$ cat config.mk
export PLATFORM = sky130hd
export DESIGN_NAME = hrv_paced_brightness_ramp_unit_flat
export DESIGN_NICKNAME = d
export VERILOG_FILES = /design/src/rtl/hpbr_pkg.sv /design/src/rtl/hpbr_ifs.sv /design/src/rtl/hpbr_cfg_regs.sv /design/src/rtl/hpbr_div.sv /design/src/rtl/hrv_paced_brightness_ramp_unit.sv /design/src/flat_wrapper.sv
export SDC_FILE = /design/constraint.sdc
export NUM_CORES = 1
export LEC_CHECK = 0
export ABC_CLOCK_PERIOD_IN_PS = 13000
export BUFFER_PORTS_ARGS = -buffer_cell sky130_fd_sc_hd__clkbuf_2
export CAP_MARGIN = 0
export CORE_AREA = 5 5 254 256
export CTS_CLUSTER_SIZE = 40
export DETAILED_ROUTE_END_ITERATION = 8
export DIE_AREA = 0 0 259 261
export GPL_ROUTABILITY_DRIVEN = 1
export PLACE_DENSITY_LB_ADDON = 0.2
export SLEW_MARGIN = 20
export SYNTH_ARGS = -nofsm -noshare
export SYNTH_HDL_FRONTEND = slang
export SYNTH_SLANG_ARGS = --single-unit
$ cat constraint.sdc
create_clock -name clk_i -period 13 [get_ports clk_i]
set_input_delay 2.6 -clock clk_i [delete_from_list [all_inputs] [get_ports clk_i]]
set_output_delay 2.6 -clock clk_i [all_outputs]
set_load 0.02 [all_outputs]
$ cat src/rtl/hpbr_pkg.sv
// shared types, widths, register codes and reset values of the hrv paced brightness ramp
// no dependencies; compiled first

package hpbr_pkg;

  // field widths
  localparam int unsigned HRV_W      = 16;
  localparam int unsigned TIME_W     = 32;
  localparam int unsigned PULSE_W    = 16;
  localparam int unsigned BRT_W      = 8;
  localparam int unsigned PERM_W     = 10;
  localparam int unsigned CFG_IDX_W  = 3;
  localparam int unsigned CFG_DATA_W = 16;

  // shared divider geometry: 26-bit dividend, 16-bit divisor, two quotient bits per cycle
  localparam int unsigned DIV_N_W     = 26;
  localparam int unsigned DIV_D_W     = 16;
  localparam int unsigned DIV_STEPS   = DIV_N_W / 2;
  localparam int unsigned DIV_CNT_W   = $clog2(DIV_STEPS + 1);

  // multiplier operand widths
  localparam int unsigned MUL_A_W = 17;
  localparam int unsigned MUL_B_W = 11;
  localparam int unsigned MUL_P_W = MUL_A_W + MUL_B_W;

  localparam logic [PULSE_W-1:0] PERMILLE_FULL = 16'd1000;

  // register indexes
  localparam logic [CFG_IDX_W-1:0] CFG_MIN_HRV   = 3'd0;
  localparam logic [CFG_IDX_W-1:0] CFG_MAX_HRV   = 3'd1;
  localparam logic [CFG_IDX_W-1:0] CFG_MIN_PULSE = 3'd2;
  localparam logic [CFG_IDX_W-1:0] CFG_MAX_PULSE = 3'd3;
  localparam logic [CFG_IDX_W-1:0] CFG_PEAK      = 3'd4;

  // register reset values
  localparam logic [HRV_W-1:0]   MIN_HRV_RST   = 16'd320;
  localparam logic [HRV_W-1:0]   MAX_HRV_RST   = 16'd1600;
  localparam logic [PULSE_W-1:0] MIN_PULSE_RST = 16'd500;
  localparam logic [PULSE_W-1:0] MAX_PULSE_RST = 16'd3000;
  localparam logic [BRT_W-1:0]   PEAK_RST      = 8'd255;

  typedef struct packed {
    logic [HRV_W-1:0]   min_hrv;
    logic [HRV_W-1:0]   max_hrv;
    logic [PULSE_W-1:0] min_pulse;
    logic [PULSE_W-1:0] max_pulse;
    logic [BRT_W-1:0]   peak;
  } hpbr_cfg_t;

  typedef struct packed {
    logic               start;
    logic [DIV_N_W-1:0] dividend;
    logic [DIV_D_W-1:0] divisor;
  } hpbr_div_req_t;

  typedef struct packed {
    logic               busy;
    logic               done;
    logic [DIV_N_W-1:0] quot;
    logic [DIV_D_W-1:0] rem;
  } hpbr_div_rsp_t;

endpackage

$ cat src/rtl/hpbr_ifs.sv
// valid/ready channel interfaces for update samples and brightness results
// depends on hpbr_pkg

interface hpbr_in_if import hpbr_pkg::*; ();
  logic              valid;
  logic              ready;
  logic [HRV_W-1:0]  hrv_value;
  logic [TIME_W-1:0] now_ms;

  modport source (output valid, output hrv_value, output now_ms, input ready);
  modport sink (input valid, input hrv_value, input now_ms, output ready);
endinterface

interface hpbr_out_if import hpbr_pkg::*; ();
  logic             valid;
  logic             ready;
  logic [BRT_W-1:0] brightness;
  logic             fading_up;

  modport source (output valid, output brightness, output fading_up, input ready);
  modport sink (input valid, input brightness, input fading_up, output ready);
endinterface

$ cat src/rtl/hpbr_cfg_regs.sv
// configuration register file of the brightness ramp, write only
// depends on hpbr_pkg

module hpbr_cfg_regs import hpbr_pkg::*; (
  input  logic                  clk_i,
  input  logic                  rst_ni,
  input  logic                  we_i,
  input  logic [CFG_IDX_W-1:0]  idx_i,
  input  logic [CFG_DATA_W-1:0] wdata_i,
  output hpbr_cfg_t             cfg_o
);

  hpbr_cfg_t cfg_q, cfg_d;

  always_comb begin
    cfg_d = cfg_q;
    if (we_i) begin
      unique case (idx_i)
        CFG_MIN_HRV:   cfg_d.min_hrv   = wdata_i;
        CFG_MAX_HRV:   cfg_d.max_hrv   = wdata_i;
        CFG_MIN_PULSE: cfg_d.min_pulse = wdata_i;
        CFG_MAX_PULSE: cfg_d.max_pulse = wdata_i;
        CFG_PEAK:      cfg_d.peak      = wdata_i[BRT_W-1:0];
        default:       cfg_d = cfg_q; // unknown index ignored
      endcase
    end
  end

  always_ff @(posedge clk_i or negedge rst_ni) begin
    if (!rst_ni) begin
      cfg_q.min_hrv   <= MIN_HRV_RST;
      cfg_q.max_hrv   <= MAX_HRV_RST;
      cfg_q.min_pulse <= MIN_PULSE_RST;
      cfg_q.max_pulse <= MAX_PULSE_RST;
      cfg_q.peak      <= PEAK_RST;
    end else begin
      cfg_q <= cfg_d;
    end
  end

  assign cfg_o = cfg_q;

endmodule

$ cat src/rtl/hpbr_div.sv
// shared iterative unsigned divider, restoring, two quotient bits per cycle
// depends on hpbr_pkg

module hpbr_div import hpbr_pkg::*; (
  input  logic          clk_i,
  input  logic          rst_ni,
  input  hpbr_div_req_t req_i,
  output hpbr_div_rsp_t rsp_o
);

  logic                 busy_q, busy_d;
  logic                 done_q, done_d;
  logic [DIV_CNT_W-1:0] cnt_q, cnt_d;
  logic [DIV_D_W-1:0]   rem_q, rem_d;
  logic [DIV_N_W-1:0]   quo_q, quo_d;
  logic [DIV_D_W-1:0]   den_q, den_d;

  logic [DIV_D_W:0]   t1, t2, s1, s2;
  logic               b1, b2;
  logic [DIV_D_W-1:0] r1, r2;

  // two restoring steps; partial remainder stays below the divisor
  always_comb begin
    t1 = {rem_q, quo_q[DIV_N_W-1]};
    s1 = t1 - {1'b0, den_q};
    b1 = (t1 >= {1'b0, den_q});
    r1 = b1 ? s1[DIV_D_W-1:0] : t1[DIV_D_W-1:0];
    t2 = {r1, quo_q[DIV_N_W-2]};
    s2 = t2 - {1'b0, den_q};
    b2 = (t2 >= {1'b0, den_q});
    r2 = b2 ? s2[DIV_D_W-1:0] : t2[DIV_D_W-1:0];
  end

  always_comb begin
    busy_d = busy_q;
    done_d = 1'b0;
    cnt_d  = cnt_q;
    rem_d  = rem_q;
    quo_d  = quo_q;
    den_d  = den_q;
    if (req_i.start) begin
      busy_d = 1'b1;
      cnt_d  = DIV_CNT_W'(DIV_STEPS);
      rem_d  = '0;
      quo_d  = req_i.dividend;
      den_d  = req_i.divisor;
    end else if (busy_q) begin
      rem_d = r2;
      quo_d = {quo_q[DIV_N_W-3:0], b1, b2};
      cnt_d = cnt_q - DIV_CNT_W'(1);
      if (cnt_q == DIV_CNT_W'(1)) begin
        busy_d = 1'b0;
        done_d = 1'b1;
      end
    end
  end

  always_ff @(posedge clk_i or negedge rst_ni) begin
    if (!rst_ni) begin
      busy_q <= 1'b0;
      done_q <= 1'b0;
      cnt_q  <= '0;
    end else begin
      busy_q <= busy_d;
      done_q <= done_d;
      cnt_q  <= cnt_d;
    end
  end

  always_ff @(posedge clk_i) begin
    rem_q <= rem_d;
    quo_q <= quo_d;
    den_q <= den_d;
  end

  assign rsp_o.busy = busy_q;
  assign rsp_o.done = done_q;
  assign rsp_o.quot = quo_q;
  assign rsp_o.rem  = rem_q;

  a_no_start_busy: assert property (@(posedge clk_i) disable iff (!rst_ni)
    req_i.start |-> !busy_q)
    else $error("divider started while busy");

  a_done_idle: assert property (@(posedge clk_i) disable iff (!rst_ni)
    done_q |-> !busy_q)
    else $error("divider done while still busy");

  a_last_step: assert property (@(posedge clk_i) disable iff (!rst_ni)
    (busy_q && !req_i.start && cnt_q == DIV_CNT_W'(1)) |=> done_q)
    else $error("divider missed its done pulse");

endmodule

$ cat src/rtl/hrv_paced_brightness_ramp_unit.sv
// top level of the hrv paced brightness ramp: sequencer, shared multiplier, output register
// depends on hpbr_pkg, hpbr_ifs, hpbr_cfg_regs, hpbr_div
// flow: each transaction takes up to three passes through the shared divider; the ramp division
//   is skipped when the fade turns, the permille division when max_hrv <= min_hrv
// input ready only while idle, so a new transaction is taken only after the last result is in the output register
// reset: fade out phase, last toggle time 0, registers at their defaults, no result pending

module hrv_paced_brightness_ramp_unit import hpbr_pkg::*; (
  input  logic                  clk_i,
  input  logic                  rst_ni,
  hpbr_in_if.sink               in_i,
  hpbr_out_if.source            out_o,
  input  logic                  cfg_we_i,
  input  logic [CFG_IDX_W-1:0]  cfg_idx_i,
  input  logic [CFG_DATA_W-1:0] cfg_wdata_i
);

  // sequencer state codes
  localparam logic [3:0] S_IDLE      = 4'd0;
  localparam logic [3:0] S_MUL_SCALE = 4'd1;  // (h - min) * 1000
  localparam logic [3:0] S_PERM_ST   = 4'd2;  // start permille division
  localparam logic [3:0] S_PERM_WT   = 4'd3;
  localparam logic [3:0] S_MUL_SPAN  = 4'd4;  // permille * pulse span
  localparam logic [3:0] S_MS_ST     = 4'd5;  // start division by 1000
  localparam logic [3:0] S_MS_WT     = 4'd6;
  localparam logic [3:0] S_DUR       = 4'd7;  // compare elapsed with duration, toggle
  localparam logic [3:0] S_MUL_RAMP  = 4'd8;  // elapsed * peak
  localparam logic [3:0] S_RAMP_ST   = 4'd9;  // start ramp division
  localparam logic [3:0] S_RAMP_WT   = 4'd10;
  localparam logic [3:0] S_DONE      = 4'd11; // hand result to output register

  hpbr_cfg_t     cfg;
  hpbr_div_req_t div_req;
  hpbr_div_rsp_t div_rsp;

  logic [3:0]               state_q, state_d;
  logic [HRV_W-1:0]         diff_q, diff_d;
  logic [TIME_W-1:0]        now_q, now_d;
  logic [TIME_W-1:0]        elapsed_q, elapsed_d;
  logic signed [MUL_P_W-1:0] mul_q, mul_d;
  logic [PERM_W-1:0]        perm_q, perm_d;
  logic                     neg_q, neg_d;
  logic [PULSE_W-1:0]       dur_q, dur_d;
  logic [BRT_W-1:0]         ramp_q, ramp_d;
  logic [TIME_W-1:0]        last_toggle_q, last_toggle_d;
  logic                     fade_q, fade_d;
  logic                     out_valid_q, out_valid_d;
  logic [BRT_W-1:0]         out_brt_q, out_brt_d;
  logic                     out_fade_q, out_fade_d;

  logic                      in_acc;
  logic                      window_ok;
  logic [HRV_W-1:0]          hrv_clamped;
  logic signed [MUL_A_W-1:0] span;
  logic signed [MUL_A_W-1:0] mul_a;
  logic signed [MUL_B_W-1:0] mul_b;
  logic signed [MUL_P_W-1:0] mul_p;
  logic [MUL_P_W-1:0]        mul_neg;
  logic [DIV_N_W-1:0]        q_mag;
  logic signed [17:0]        quot_s;
  logic signed [17:0]        dur_s;
  logic                      dur_reached;

  hpbr_cfg_regs u_cfg (
    .clk_i   (clk_i),
    .rst_ni  (rst_ni),
    .we_i    (cfg_we_i),
    .idx_i   (cfg_idx_i),
    .wdata_i (cfg_wdata_i),
    .cfg_o   (cfg)
  );

  hpbr_div u_div (
    .clk_i  (clk_i),
    .rst_ni (rst_ni),
    .req_i  (div_req),
    .rsp_o  (div_rsp)
  );

  assign in_i.ready = (state_q == S_IDLE);
  assign in_acc     = in_i.valid && in_i.ready;

  // clamp only matters when the variability window is non-empty
  assign window_ok   = (cfg.max_hrv > cfg.min_hrv);
  assign hrv_clamped = (in_i.hrv_value < cfg.min_hrv) ? cfg.min_hrv :
                       (in_i.hrv_value > cfg.max_hrv) ? cfg.max_hrv : in_i.hrv_value;

  // signed pulse span, may be negative for an inverted pulse range
  assign span = $signed({1'b0, cfg.max_pulse}) - $signed({1'b0, cfg.min_pulse});

  // shared multiplier, operands picked by the sequencer
  always_comb begin
    unique case (state_q)
      S_MUL_SCALE: begin
        mul_a = $signed({1'b0, diff_q});
        mul_b = $signed(PERMILLE_FULL[MUL_B_W-1:0]);
      end
      S_MUL_SPAN: begin
        mul_a = span;
        mul_b = $signed({1'b0, perm_q});
      end
      S_MUL_RAMP: begin
        mul_a = $signed({1'b0, elapsed_q[PULSE_W-1:0]});
        mul_b = $signed({3'b000, cfg.peak});
      end
      default: begin
        mul_a = '0;
        mul_b = '0;
      end
    endcase
  end

  assign mul_p   = mul_a * mul_b;
  assign mul_neg = -mul_q;

  // divider requests; the ramp division only runs when elapsed < duration,
  // so its dividend fits in 24 bits and its quotient stays below peak
  always_comb begin
    div_req.start    = 1'b0;
    div_req.dividend = mul_q[DIV_N_W-1:0];
    div_req.divisor  = dur_q;
    unique case (state_q)
      S_PERM_ST: begin
        div_req.start   = 1'b1;
        div_req.divisor = cfg.max_hrv - cfg.min_hrv;
      end
      S_MS_ST: begin
        div_req.start    = 1'b1;
        div_req.dividend = neg_q ? mul_neg[DIV_N_W-1:0] : mul_q[DIV_N_W-1:0];
        div_req.divisor  = PERMILLE_FULL;
      end
      S_RAMP_ST: begin
        div_req.start = 1'b1;
      end
      default: begin
        div_req.start = 1'b0;
      end
    endcase
  end

  // floor division of a signed product: round the magnitude up when negative
  always_comb begin
    q_mag  = div_rsp.quot + DIV_N_W'(neg_q && (div_rsp.rem != '0));
    quot_s = neg_q ? -$signed({1'b0, q_mag[16:0]}) : $signed({1'b0, q_mag[16:0]});
    dur_s  = $signed({2'b00, cfg.min_pulse}) + quot_s;
  end

  assign dur_reached = (elapsed_q >= {{(TIME_W-PULSE_W){1'b0}}, dur_q});

  // sequencer
  always_comb begin
    state_d       = state_q;
    diff_d        = diff_q;
    now_d         = now_q;
    elapsed_d     = elapsed_q;
    mul_d         = mul_q;
    perm_d        = perm_q;
    neg_d         = neg_q;
    dur_d         = dur_q;
    ramp_d        = ramp_q;
    last_toggle_d = last_toggle_q;
    fade_d        = fade_q;
    out_valid_d   = out_valid_q && !out_o.ready;
    out_brt_d     = out_brt_q;
    out_fade_d    = out_fade_q;

    unique case (state_q)
      S_IDLE: begin
        if (in_acc) begin
          diff_d    = hrv_clamped - cfg.min_hrv;
          now_d     = in_i.now_ms;
          elapsed_d = in_i.now_ms - last_toggle_q; // wraps mod 2^32
          state_d   = S_MUL_SCALE;
        end
      end
      S_MUL_SCALE: begin
        mul_d = mul_p;
        if (window_ok) begin
          state_d = S_PERM_ST;
        end else begin
          // empty variability window gives permille 0
          perm_d  = '0;
          state_d = S_MUL_SPAN;
        end
      end
      S_PERM_ST: begin
        state_d = S_PERM_WT;
      end
      S_PERM_WT: begin
        if (div_rsp.done) begin
          perm_d  = div_rsp.quot[PERM_W-1:0];
          state_d = S_MUL_SPAN;
        end
      end
      S_MUL_SPAN: begin
        mul_d   = mul_p;
        neg_d   = mul_p[MUL_P_W-1];
        state_d = S_MS_ST;
      end
      S_MS_ST: begin
        state_d = S_MS_WT;
      end
      S_MS_WT: begin
        if (div_rsp.done) begin
          // zero-length fade forced to one millisecond
          dur_d   = (dur_s < 18'sd1) ? PULSE_W'(1) : dur_s[PULSE_W-1:0];
          state_d = S_DUR;
        end
      end
      S_DUR: begin
        if (dur_reached) begin
          // fade turns; ramp saturates at peak for the elapsed value seen here
          fade_d        = !fade_q;
          last_toggle_d = now_q;
          ramp_d        = cfg.peak;
          state_d       = S_DONE;
        end else begin
          state_d = S_MUL_RAMP;
        end
      end
      S_MUL_RAMP: begin
        mul_d   = mul_p;
        state_d = S_RAMP_ST;
      end
      S_RAMP_ST: begin
        state_d = S_RAMP_WT;
      end
      S_RAMP_WT: begin
        if (div_rsp.done) begin
          ramp_d  = div_rsp.quot[BRT_W-1:0];
          state_d = S_DONE;
        end
      end
      S_DONE: begin
        // output register frees up once the pending result is taken
        if (!out_valid_q || out_o.ready) begin
          out_valid_d = 1'b1;
          out_brt_d   = fade_q ? ramp_q : (cfg.peak - ramp_q);
          out_fade_d  = fade_q;
          state_d     = S_IDLE;
        end
      end
      default: begin
        state_d = S_IDLE;
      end
    endcase
  end

  always_ff @(posedge clk_i or negedge rst_ni) begin
    if (!rst_ni) begin
      state_q       <= S_IDLE;
      last_toggle_q <= '0;
      fade_q        <= 1'b0;
      out_valid_q   <= 1'b0;
    end else begin
      state_q       <= state_d;
      last_toggle_q <= last_toggle_d;
      fade_q        <= fade_d;
      out_valid_q   <= out_valid_d;
    end
  end

  always_ff @(posedge clk_i) begin
    diff_q     <= diff_d;
    now_q      <= now_d;
    elapsed_q  <= elapsed_d;
    mul_q      <= mul_d;
    perm_q     <= perm_d;
    neg_q      <= neg_d;
    dur_q      <= dur_d;
    ramp_q     <= ramp_d;
    out_brt_q  <= out_brt_d;
    out_fade_q <= out_fade_d;
  end

  assign out_o.valid      = out_valid_q;
  assign out_o.brightness = out_brt_q;
  assign out_o.fading_up  = out_fade_q;

  a_brt_bounded: assert property (@(posedge clk_i) disable iff (!rst_ni)
    out_valid_q |-> (out_brt_q <= cfg.peak))
    else $error("brightness above peak");

  a_idle_div_free: assert property (@(posedge clk_i) disable iff (!rst_ni)
    (state_q == S_IDLE) |-> !div_rsp.busy)
    else $error("divider busy while sequencer idle");

  a_done_in_wait: assert property (@(posedge clk_i) disable iff (!rst_ni)
    div_rsp.done |-> (state_q == S_PERM_WT || state_q == S_MS_WT || state_q == S_RAMP_WT))
    else $error("divider result outside a wait state");

  a_ramp_below_dur: assert property (@(posedge clk_i) disable iff (!rst_ni)
    (state_q == S_MUL_RAMP) |-> (dur_q != '0 && !dur_reached))
    else $error("ramp division started with elapsed at or beyond duration");

endmodule
$ cat src/flat_wrapper.sv
// flat-port wrapper written by rule: the top's interface ports become plain ports
module hrv_paced_brightness_ramp_unit_flat import hpbr_pkg::*;
  (clk_i, rst_ni, cfg_we_i, cfg_idx_i, cfg_wdata_i, in_i_valid, in_i_hrv_value, in_i_now_ms, in_i_ready, out_o_valid, out_o_brightness, out_o_fading_up, out_o_ready);
  hpbr_in_if in_i_i ();
  hpbr_out_if out_o_i ();
  input  logic clk_i;
  input  logic rst_ni;
  input  logic cfg_we_i;
  input  logic [CFG_IDX_W-1:0] cfg_idx_i;
  input  logic [CFG_DATA_W-1:0] cfg_wdata_i;
  input wire logic [$bits(in_i_i.valid)-1:0] in_i_valid;
  input wire logic [$bits(in_i_i.hrv_value)-1:0] in_i_hrv_value;
  input wire logic [$bits(in_i_i.now_ms)-1:0] in_i_now_ms;
  output wire logic [$bits(in_i_i.ready)-1:0] in_i_ready;
  output wire logic [$bits(out_o_i.valid)-1:0] out_o_valid;
  output wire logic [$bits(out_o_i.brightness)-1:0] out_o_brightness;
  output wire logic [$bits(out_o_i.fading_up)-1:0] out_o_fading_up;
  input wire logic [$bits(out_o_i.ready)-1:0] out_o_ready;
  assign in_i_i.valid = in_i_valid;
  assign in_i_i.hrv_value = in_i_hrv_value;
  assign in_i_i.now_ms = in_i_now_ms;
  assign in_i_ready = in_i_i.ready;
  assign out_o_valid = out_o_i.valid;
  assign out_o_brightness = out_o_i.brightness;
  assign out_o_fading_up = out_o_i.fading_up;
  assign out_o_i.ready = out_o_ready;
  hrv_paced_brightness_ramp_unit u_core (.clk_i(clk_i), .rst_ni(rst_ni), .in_i(in_i_i), .out_o(out_o_i), .cfg_we_i(cfg_we_i), .cfg_idx_i(cfg_idx_i), .cfg_wdata_i(cfg_wdata_i));
endmodule
==> impl_summary.md <==
Floorplan
The placeable core region is about 0.062 sq mm. Pin placement for this block handled 83 I/O pins. The y dimension of the die is 261 microns. The number of core rows is 92. The initial utilization of the core area, before any placement, comes to 0.443. The die footprint is ~0.068 sq mm.

The width of the die is 259 microns.

Logic synthesis
The number of flops mapped to enable cells by yosys is 192. The dominant cell type by area after synthesis is sky130_fd_sc_hd__edfxtp_1. The share of flip-flops with an asynchronous set or reset is 0.358.

The mapped cell area is 0.0276 sq mm. Yosys printed 0 warnings. Averaged over all synthesized cells, the footprint is 9.31 sq um. The number of standard cells after synthesis is a little under 3000.

The number of different library cells used by synthesis comes to 91. Counting every net in the synthesized netlist gives 3442. Sorting the synthesized cells by how often they occur yields sky130_fd_sc_hd__inv_1, sky130_fd_sc_hd__nand2_1, sky130_fd_sc_hd__ha_1. The main combinational cell family by area after synthesis is adder cells. The fraction of post-synthesis cell area in the top cell type by area is 0.209. The basic-gate share of the synthesized area counting and, or, nand and nor cells is 0.141. Of the post-synthesis cell area, the part taken by muxes is 0.0263. Among all cell types in the netlist, the one instantiated most often is sky130_fd_sc_hd__inv_1. The sequential share of the synthesized area is 0.327.

In the synthesized netlist the dominant register cell turns out to be sky130_fd_sc_hd__edfxtp_1. The post-synthesis adder-cell area fraction is 0.230. The synthesized-area fraction occupied by ao, oa, aoi and oai cells is 0.151. By area the synthesized netlist is led by sky130_fd_sc_hd__edfxtp_1, sky130_fd_sc_hd__fa_1, sky130_fd_sc_hd__ha_1. The total of flip-flops plus latches after synthesis is 324. Of the total synthesized cell area, the portion taken by XOR and XNOR cells is 0.0591.

CTS
The clock latency on the worst-skew pair is 0.59 ns. Clock-pin slew was measured on the worst setup and hold paths at ~0.060 ns. After clock tree synthesis, the repair step resized 0 gates. The longest clock path from root to sink contains 3 buffers.

The buffer count from post-CTS setup fixing is 0. In this run the clock root is driven by a sky130_fd_sc_hd__clkbuf_16. The number of buffers inserted by hold repair at cts is 0. Counting the buffers created by CTS gives 43. The deepest level of the CTS H-tree is 2. Counting every sink on the clock net gives ~320. The clock tree from TritonCTS is done.

STA
The number of pins exceeding their max-slew limit in the final report is 0. For the pin with the worst max-slew slack, the measured transition is about 1.1 ns. Dividing the final minimum period by the clock period gives 0.679. The shortest clock period the worst path allows after layout is 8.82 ns. Setup repair after global routing left no endpoint under its margin. The clock arrives with ~0.014 ns of skew. The final worst slack is 4.18 ns. The highest clock frequency the design can meet is ~110 MHz. The setup-violating endpoint count in the final report is 0. The relative max-transition margin is 0.241. Adding up every negative setup slack in the final design gives 0 ns.

The number of endpoints with negative hold slack in the final report is 0.

Layout
The count of placed standard cells in the final layout, fillers left out is 3910. The end-of-flow core utilization is 0.489. From synthesis to final layout, the design area changed by 10.4%.

The area occupied by multi-input gates is 0.0168 sq mm. The layout has 5840 filler cells. Of the cells placed in the final design, the portion with a size suffix greater than 1 is 0.102. At the end of the flow, the number of nets in the layout was 3510. Across the whole layout, storage elements account for 0.00902 sq mm.

Route
The top layer reached by signal wires is met4. The average via count per standard cell is 5.50. Summed over all nets, wire length on met3 after detailed routing comes to 3.81 mm. The wire length per cell after detailed routing is roughly 19 microns. In the detailed route, the total length drawn on met2 is around 34 mm. The number of design rule violations left after detail routing is 0. In this run, the number of DRC markers left after iteration 0 of detailed routing was 1332. The number of nets with antenna violations after routing is 0.

The via count is around 21000. After detailed routing, the total wire length is ~74 mm. For this run, the detailed router's first-pass iteration total came to 5. After detailed routing, the wire length on met1 is 33.5 mm.

Setup path
The setup check on the worst reg-to-reg path leaves a slack of between 4 and 5 ns. The sort of element at the end of the critical path is a register. The depth of the worst register-to-register path is 31. On the worst path, the slowest cell contributes a delay of 0.83 ns. The arrival time at the worst endpoint is 9.15 ns. The most critical setup path has its endpoint at u_core.neg_q$_DFFE_PP_. At the worst endpoint, the required time is 13.33 ns.

In this run the worst path has a maximum fanout of 7. The source of the worst register-to-register timing path is u_core.u_cfg.cfg_o[25]$_DFFE_PN0P_. The capture point of the worst reg-to-reg path is u_core.neg_q$_DFFE_PP_. The type of the worst setup path is reg -> reg.

The cell with the most instances on the worst path is sky130_fd_sc_hd__fa_1. In this run the worst setup path begins at u_core.u_cfg.cfg_o[25]$_DFFE_PN0P_. Among all stages on the critical path, the largest delay is contributed by sky130_fd_sc_hd__a222oi_1. The worst setup path is launched from a register.

Global routing
Across every metal layer, demand over resource in global routing totals 0.220. The global route total overflow is 0. The number of antenna violations at the first check in global routing was 0. The maximum number of pins on one net before global-route repair is 73.

The first-pass GRT wire length is 119 mm. The number of global-route vias before repair is around 22000.

Flow run
Across the run, the number of max-cap violations was 0.

Place
Input and output buffers added on the ports amount to 82. In this run, placement finished with an instance count of 3828. The last weighted congestion value of the routability-driven placer is 0.914. Summed over all nets, the half-perimeter wirelength after detailed placement is 59.0 mm. At the placement stage, the worst setup path has a slack of between 3 and 4 ns.

Power and ir drop
The peak ir drop on the vdd network is 0.0964 mV. Power spread over the standard cell area amounts to roughly 110 mW/mm^2. The total power of the final layout is 3.22 mW.

The leakage power of the design is about 13 nW.

Status
The run finished with clean final reports.

Min path
The class of the most critical hold timing path is reg -> reg.
how the worst min path moves through the flow:
stage	from	end	slack, ns	depth (start not counted)
6_report	u_core.now_q[14]$_DFFE_PP_	u_core.last_toggle_q[14]$_DFFE_PN0P_	0.45	2
5_1_grt	u_core.now_q[9]$_DFFE_PP_	u_core.last_toggle_q[9]$_DFFE_PN0P_	0.47	2
4_1_cts	u_core.now_q[21]$_DFFE_PP_	u_core.last_toggle_q[21]$_DFFE_PN0P_	0.45	2
3_5_place_dp	u_core.now_q[13]$_DFFE_PP_	u_core.last_toggle_q[13]$_DFFE_PN0P_	0.44	2
3_3_place_gp	u_core.now_q[2]$_DFFE_PP_	u_core.last_toggle_q[2]$_DFFE_PN0P_	0.43	2
2_1_floorplan	u_core.fade_q$_DFFE_PN0P_	u_core.out_o.fading_up$_DFFE_PP_	0.42	0
cells by family after synthesis:
logic type	count (synthesis)
simple gates	835
compound gates	667
buf+inv	474
fa+ha+maj	410
flops	324
xor+xnor	184
mux	66
power breakdown:
part	leakage (nW)	internal, mW	switching (mW)	total (mW)
logic	9.75	0.336	0.466	0.802
clock network	0.685	0.700	0.497	1.20
registers	3.01	1.17	0.0468	1.22
total	13.4	2.21	1.01	3.22
state kept, by name (all words and copies together) (netlist names), 8 cells and up:
name,flops
u_core.diff_q,16
u_core.ramp_q,8
u_core.perm_q,10
u_core.u_div.den_q,16
u_core.last_toggle_q,32
u_core.u_cfg.cfg_o,72
u_core.dur_q,16
u_core.u_div.quo_q,26
u_core.now_q,32
u_core.mul_q,26
u_core.elapsed_q,32
u_core.u_div.rem_q,16
u_core.out_o.brightness,8
critical path, delay by kind of cell (launching register included):
| family | cells | cell delay [ns] |
|---|---|---|
| flops | 1 | 0.44 |
| compound gates | 13 | 3.77 |
| simple gates | 5 | 0.88 |
| xor+xnor | 2 | 0.18 |
| buf+inv | 4 | 0.28 |
| fa+ha+maj | 7 | 3.05 |
layout make-up:
cell class,instances,area share
diodes,1,0.0000822
inverters,384,0.0474
multi-input cells,2162,0.553
clock buffers,54,0.0380
repair buffers,113,0.0211
clock inverters,26,0.00864
well taps,846,0.0348
flip-flops and latches,324,0.296
stage by stage:
step	hold WS, ns	cell area (sq um)
6_report	0.448	30400
5_1_grt	0.473	30400
4_1_cts	0.453	30400
3_5_place_dp	0.438	29000
3_3_place_gp	0.432	29000
2_1_floorplan	0.423	27600
per-layer routing:
layer,global-route usage,up-vias
li1,-,10284
met3,0.0304,147
met2,0.366,573
met5,0,-
met1,0.299,10494
met4,0.0742,0
layout by cell type (no fill, tap or decap), types with 16 or more instances in the layout:
cell,instances
sky130_fd_sc_hd__inv_1,384
sky130_fd_sc_hd__nand2_1,302
sky130_fd_sc_hd__ha_1,249
sky130_fd_sc_hd__o21ai_0,237
sky130_fd_sc_hd__nor2_1,223
sky130_fd_sc_hd__edfxtp_1,192
sky130_fd_sc_hd__a21oi_1,165
sky130_fd_sc_hd__fa_1,161
sky130_fd_sc_hd__xnor2_1,119
sky130_fd_sc_hd__dfrtp_1,90
sky130_fd_sc_hd__clkbuf_2,82
sky130_fd_sc_hd__xor2_1,64
sky130_fd_sc_hd__a21o_1,60
sky130_fd_sc_hd__mux2_2,46
sky130_fd_sc_hd__clkbuf_16,43
sky130_fd_sc_hd__nand3_1,42
sky130_fd_sc_hd__nor3_1,41
sky130_fd_sc_hd__nand2b_1,40
sky130_fd_sc_hd__nor2b_1,38
sky130_fd_sc_hd__buf_4,31
sky130_fd_sc_hd__dfstp_2,26
sky130_fd_sc_hd__and2_1,23
sky130_fd_sc_hd__o21a_1,21
sky130_fd_sc_hd__nand4_1,21
sky130_fd_sc_hd__o21bai_1,20
sky130_fd_sc_hd__mux2i_1,18
sky130_fd_sc_hd__and3_1,18
sky130_fd_sc_hd__nor4_1,16
sky130_fd_sc_hd__dfxtp_1,16
(Power assumes the default switching activity.)
